## src/rtl/iisb_pkg.sv

```systemverilog
package iisb_pkg;

    localparam int IISB_IW = 7;

    localparam logic [1:0] STATUS_OK      = 2'd0;
    localparam logic [1:0] STATUS_BAD_POS = 2'd1;
    localparam logic [1:0] STATUS_FULL    = 2'd2;

    localparam logic CMD_INSERT  = 1'b0;
    localparam logic CMD_READOUT = 1'b1;

    typedef struct packed {
        logic               ins;
        logic               rot;
        logic [IISB_IW-1:0] pos;
        logic [IISB_IW-1:0] cnt;
    } iisb_ctrl_t;

endpackage

```

## src/rtl/iisb_cell.sv

```systemverilog
module iisb_cell
    import iisb_pkg::*;
#(
    parameter int DATA_WIDTH = 32,
    parameter int IDX        = 0
) (
    input  logic                         aclk,
    input  iisb_ctrl_t                   ctrl,
    input  logic signed [DATA_WIDTH-1:0] ins_value,
    input  logic signed [DATA_WIDTH-1:0] prev_data,
    input  logic signed [DATA_WIDTH-1:0] next_data,
    input  logic signed [DATA_WIDTH-1:0] head_data,
    output logic signed [DATA_WIDTH-1:0] data
);

    localparam logic [IISB_IW-1:0] MY_IDX  = IISB_IW'(IDX);
    localparam logic [IISB_IW-1:0] MY_NEXT = IISB_IW'(IDX + 1);

    logic signed [DATA_WIDTH-1:0] data_reg;
    logic signed [DATA_WIDTH-1:0] data_next;

    always_comb begin
        data_next = data_reg;
        if (ctrl.ins) begin
            if (MY_IDX == ctrl.pos) begin
                data_next = ins_value;
            end else if (MY_IDX > ctrl.pos) begin
                data_next = prev_data;
            end
        end else if (ctrl.rot) begin
            // rotate the occupied part of the row toward the head
            if (MY_NEXT < ctrl.cnt) begin
                data_next = next_data;
            end else if (MY_NEXT == ctrl.cnt) begin
                data_next = head_data;
            end
        end
    end

    always_ff @(posedge aclk) begin
        data_reg <= data_next;
    end

    assign data = data_reg;

endmodule

```

## src/rtl/indexed_insert_sequence_buffer.sv

```systemverilog
// channel | direction | ports                                              | handshake
// s_      | in        | s_command, s_value, s_position                      | s_valid / s_ready
// m_      | out       | m_status, m_element, m_element_valid, m_last, m_length | m_valid / m_ready
// Insert: one status word; with a valid position and room, the cell row shifts in the
// cycle it is accepted. Readout: count words from the read state entered on acceptance,
// one per cycle at best, paced by m_ready; each word rotates the row one place, and the
// input is held off until the last word is issued. Empty readout gives one status word.
// Synchronous active-low reset empties the buffer; cell contents are not reset.
module indexed_insert_sequence_buffer
    import iisb_pkg::*;
#(
    parameter int CAPACITY   = 32,
    parameter int DATA_WIDTH = 32
) (
    input  logic               aclk,
    input  logic               aresetn,
    input  logic               s_valid,
    output logic               s_ready,
    input  logic               s_command,
    input  logic signed [31:0] s_value,
    input  logic [5:0]         s_position,
    output logic               m_valid,
    input  logic               m_ready,
    output logic [1:0]         m_status,
    output logic signed [31:0] m_element,
    output logic               m_element_valid,
    output logic               m_last,
    output logic [5:0]         m_length
);

    localparam int CNT_W = $clog2(CAPACITY + 1);
    localparam logic ST_IDLE = 1'b0;
    localparam logic ST_READ = 1'b1;

    logic                         state_reg, state_next;
    logic [CNT_W-1:0]             count_reg, count_next;
    logic [CNT_W-1:0]             rd_idx_reg, rd_idx_next;
    logic                         m_valid_reg, m_valid_next;
    logic [1:0]                   m_status_reg, m_status_next;
    logic signed [31:0]           m_element_reg, m_element_next;
    logic                         m_element_valid_reg, m_element_valid_next;
    logic                         m_last_reg, m_last_next;
    logic [5:0]                   m_length_reg, m_length_next;

    logic                         out_free;
    logic                         accept;
    logic                         rd_last;
    logic [IISB_IW-1:0]           pos_w, cnt_w;
    logic signed [DATA_WIDTH-1:0] ins_value;
    logic signed [DATA_WIDTH-1:0] cell_data [CAPACITY];
    iisb_ctrl_t                   ctrl;

    assign out_free  = !m_valid_reg || m_ready;
    assign s_ready   = (state_reg == ST_IDLE) && out_free;
    assign accept    = s_valid && s_ready;
    assign pos_w     = IISB_IW'(s_position);
    assign cnt_w     = IISB_IW'(count_reg);
    assign ins_value = DATA_WIDTH'(s_value);
    assign rd_last   = CNT_W'(rd_idx_reg + 1'b1) == count_reg;

    always_comb begin
        state_next           = state_reg;
        count_next           = count_reg;
        rd_idx_next          = rd_idx_reg;
        m_valid_next         = m_valid_reg && !m_ready;
        m_status_next        = m_status_reg;
        m_element_next       = m_element_reg;
        m_element_valid_next = m_element_valid_reg;
        m_last_next          = m_last_reg;
        m_length_next        = m_length_reg;
        ctrl.ins             = 1'b0;
        ctrl.rot             = 1'b0;
        ctrl.pos             = pos_w;
        ctrl.cnt             = cnt_w;

        if (accept) begin
            m_valid_next         = 1'b1;
            m_element_next       = '0;
            m_element_valid_next = 1'b0;
            m_last_next          = 1'b1;
            m_status_next        = STATUS_OK;
            m_length_next        = 6'(count_reg);
            if (s_command == CMD_INSERT) begin
                if (pos_w > cnt_w) begin
                    m_status_next = STATUS_BAD_POS;
                end else if (cnt_w == IISB_IW'(CAPACITY)) begin
                    m_status_next = STATUS_FULL;
                end else begin
                    ctrl.ins      = 1'b1;
                    count_next    = CNT_W'(count_reg + 1'b1);
                    m_length_next = 6'(count_next);
                end
            end else if (count_reg != '0) begin
                m_valid_next = 1'b0;
                state_next   = ST_READ;
                rd_idx_next  = '0;
            end
        end else if (state_reg == ST_READ && out_free) begin
            ctrl.rot             = 1'b1;
            m_valid_next         = 1'b1;
            m_status_next        = STATUS_OK;
            m_element_next       = 32'(cell_data[0]);
            m_element_valid_next = 1'b1;
            m_last_next          = rd_last;
            m_length_next        = 6'(count_reg);
            rd_idx_next          = CNT_W'(rd_idx_reg + 1'b1);
            if (rd_last) begin
                state_next = ST_IDLE;
            end
        end
    end

    always_ff @(posedge aclk) begin
        if (!aresetn) begin
            state_reg   <= ST_IDLE;
            count_reg   <= '0;
            rd_idx_reg  <= '0;
            m_valid_reg <= 1'b0;
        end else begin
            state_reg   <= state_next;
            count_reg   <= count_next;
            rd_idx_reg  <= rd_idx_next;
            m_valid_reg <= m_valid_next;
        end
    end

    always_ff @(posedge aclk) begin
        m_status_reg        <= m_status_next;
        m_element_reg       <= m_element_next;
        m_element_valid_reg <= m_element_valid_next;
        m_last_reg          <= m_last_next;
        m_length_reg        <= m_length_next;
    end

    for (genvar i = 0; i < CAPACITY; i++) begin : g_cell
        logic signed [DATA_WIDTH-1:0] prev_d;
        logic signed [DATA_WIDTH-1:0] next_d;

        if (i == 0) begin : g_first
            assign prev_d = ins_value;
        end else begin : g_mid
            assign prev_d = cell_data[i-1];
        end

        if (i == CAPACITY - 1) begin : g_last
            assign next_d = cell_data[0];
        end else begin : g_inner
            assign next_d = cell_data[i+1];
        end

        iisb_cell #(
            .DATA_WIDTH(DATA_WIDTH),
            .IDX       (i)
        ) u_cell (
            .aclk     (aclk),
            .ctrl     (ctrl),
            .ins_value(ins_value),
            .prev_data(prev_d),
            .next_data(next_d),
            .head_data(cell_data[0]),
            .data     (cell_data[i])
        );
    end

    assign m_valid         = m_valid_reg;
    assign m_status        = m_status_reg;
    assign m_element       = m_element_reg;
    assign m_element_valid = m_element_valid_reg;
    assign m_last          = m_last_reg;
    assign m_length        = m_length_reg;

endmodule

```

## config.mk

```make
export PLATFORM = sky130hd
export DESIGN_NAME = indexed_insert_sequence_buffer
export DESIGN_NICKNAME = d
export VERILOG_FILES = /design/src/rtl/iisb_pkg.sv /design/src/rtl/iisb_cell.sv /design/src/rtl/indexed_insert_sequence_buffer.sv
export SDC_FILE = /design/constraint.sdc
export NUM_CORES = 2
export LEC_CHECK = 0
export BUFFER_PORTS_ARGS = -buffer_cell sky130_fd_sc_hd__buf_4
export CORE_ASPECT_RATIO = 1.75
export CORE_MARGIN = 10
export CORE_UTILIZATION = 39
export CTS_BUF_LIST = sky130_fd_sc_hd__clkbuf_8
export DETAILED_ROUTE_END_ITERATION = 6
export PLACE_DENSITY = 0.6
export REMOVE_ABC_BUFFERS = 1
export SYNTH_ARGS = -nofsm -noshare
export SYNTH_HDL_FRONTEND = slang
export SYNTH_SLANG_ARGS = --single-unit
```

## constraint.sdc

```tcl
create_clock -name aclk -period 5.8 [get_ports aclk]
set_clock_uncertainty 0.2 [all_clocks]
set_input_delay 0.29 -clock aclk [delete_from_list [all_inputs] [get_ports aclk]]
set_output_delay 0.29 -clock aclk [all_outputs]
set_load 0.01 [all_outputs]
```

==> flow_summary.ini <==
[final_layout]
nFillCells = 16400
fin_nets = 6708
final_common_cell = nand2_1
largest_reg_flops = 1024
drive_gt1_share_pct = 10.3
utilization_pct = 42.8
synthToLayoutAreaGrowth_pct = 8.92
layoutNonFillerInstCount = 8991
layout_common_cells = nand2_1, edfxtp_1, nor2b_1

[timing]
tightest_slew_ns = 1.48
hold_violations = 0
whs_ns = 0.0971
max_slew_margin_pct = -1.70
setup_viol_count_final = 0
period_share_pct = 84.3
fin_setup_tns_ns = 0
final.min_clock_period_ns = 4.89
rsz0062_at_grt = false
fmax_mhz = 205
maxSlewViolCount = 1

[routing]
ant_nets = 0
vias = 57600
firstDrtPassIters = 6
vias_per_cell = 6.40
first_iter_violations = 6991
drc = 0
wl_um = 287000
post_drt_wl_per_cell_um = 31.9

[critical_path]
critPathLaunchType = flop
critPathArrivalTime_ns = 5.24
crit_type = flop to flop
critPathRequiredTime_ns = 6.16
cp-end-kind = flop
cp_max_fo = 35

[yosys]
yosysSeqAreaShare_pct = 48.9
synthesis.area_um2 = 65400
yosys_warnings = 0
yosys.cell_types.count = 62
async_reset_ff_share_pct = 0
synth-edff-count = 1032
avgSynthCellArea_um2 = 9.40
ys_ff_latch = 1080
ys.flop_type = edfxtp_1
syn_inst = 6954

[die]
io-pin-count = 87
num_rows = 198
die_y_um = 562
dieArea_um2 = 185000
start_util_pct = 39.3
fp.coreArea_um2 = 166000
dieWidth_um = 329

[power]
max-vdd-ir-drop_v = 0.000187
total_power_w = 0.0163
power.leakage_nw = 25.5
power.density_nw_per_um2 = 230

[placement]
portBuffers = 86
hpwl_um = 178000
place.gp.congestion = 1.00
dp_cells = 8630

[clock_tree]
post_cts_resized = 0
cts.htree.levels = 4
cts_buffers = 179
root_buffer = clkbuf_8
path_clk_slew_ns = 0.07
cts_sinks = 1080
cts_buffer_depth = 4
clk_latency_ns = 0.93
cts_tree = built

[global_route]
grt_pass1_wl_um = 407000
grt.total_usage_pct = 29.9
grt_max_degree = 282
antenna_found_initial = 24
grt_overflow_total = 0
grt_pass1_vias = 55900

[outcome]
status = finished, violations left
failed_checks = max-capacitance violations, max-slew violations

[min_path]
hold_class = input port to flop

[job]
maxCapViolations = 1
worst paths after layout:
check | depth (start not counted) | slack, ns | endpoint | startpoint
min | 3 | 0.1 | g_cell[1].u_cell.data[28]$_DFFE_PP_ | s_position[1]
max | 9 | 0.91 | g_cell[26].u_cell.data[11]$_DFFE_PP_ | count_reg[1]$_SDFFE_PN0P_
max reg2reg | 9 | 0.91 | g_cell[26].u_cell.data[11]$_DFFE_PP_ | count_reg[1]$_SDFFE_PN0P_
min reg2reg | 1 | 0.28 | m_element[6]$_SDFFE_PP0P_ | m_element[6]$_SDFFE_PP0P_
power by group:
group	switching [W]	total, W	internal (W)
clock	0.00340	0.00671	0.00331
sequential	0.0000541	0.00862	0.00856
combinational	0.000754	0.00102	0.000262
cell families after synthesis:
kind of cell,after synthesis,share of synthesized area (%)
flops,1080,48.9
mux,450,7.08
fa+ha+maj,10,0.191
xor+xnor,8,0.107
compound gates,1846,18.7
simple gates,2762,19.5
buf+inv,798,5.60
synthesized netlist by cell type, types with 30 or more instances:
library cell,n,area (um2)
buf_4,34,255
nor2b_1,712,4450
o21ai_0,114,571
clkbuf_1,506,1900
dfxtp_1,48,961
mux2_2,97,1090
or3_1,37,231
mux2i_1,353,3530
and3_1,133,832
edfxtp_1,1032,31000
buf_2,195,976
nand2_1,1730,6490
buf_6,39,439
nor2_1,91,342
o221a_1,30,338
a31oi_1,614,3840
a21oi_1,291,1460
a22o_1,33,289
a211oi_1,706,5300
final cells by class:
cell class	instances	area [um2]	area share, %
Sequential cell	1080	32000	44.9
Tap cell	2200	2750	3.87
Clock buffer	190	2620	3.67
Clock inverter	110	637	0.895
Timing Repair Buffer	309	2590	3.64
Inverter	9	33.8	0.0475
Antenna cell	17	42.5	0.0598
Multi-Input combinational cell	5076	30600	42.9
metal layers:
| metal | global-route usage, % | up-vias | wire length, um |
|---|---|---|---|
| met3 | 5.63 | 999 | 24100 |
| met1 | 33.3 | 28300 | 98400 |
| met2 | 47.2 | 3568 | 132000 |
| met4 | 28.9 | 10 | 32900 |
| met5 | 0 | - | 62 |
| li1 | - | 24700 | - |
through the flow:
stage | cell area [um2] | setup WS, ns
2_1_floorplan | 61700 | -11.42
3_3_place_gp | 67400 | 1.06
3_5_place_dp | 67500 | 1.00
4_1_cts | 71100 | 1.01
5_1_grt | 71200 | 0.739
6_report | 71200 | 0.912
critical path, cell delays in order, from the launching register on:
cell       delay (ns)
dfxtp_1          0.83
inv_1            0.20
ha_1             0.34
nor2b_1          0.14
o311a_1          0.33
o21ai_4          0.31
nand3_4          0.70
nor2_1           0.69
o2bb2ai_4        0.31
buf_4            0.44
repair_timing:
item                      in CTS  in global routing
buffers inserted               0                  0
hold buffers                  44                  0
hold endpoints to repair     923                  0
Note: power is estimated with default switching activity, not from simulation.
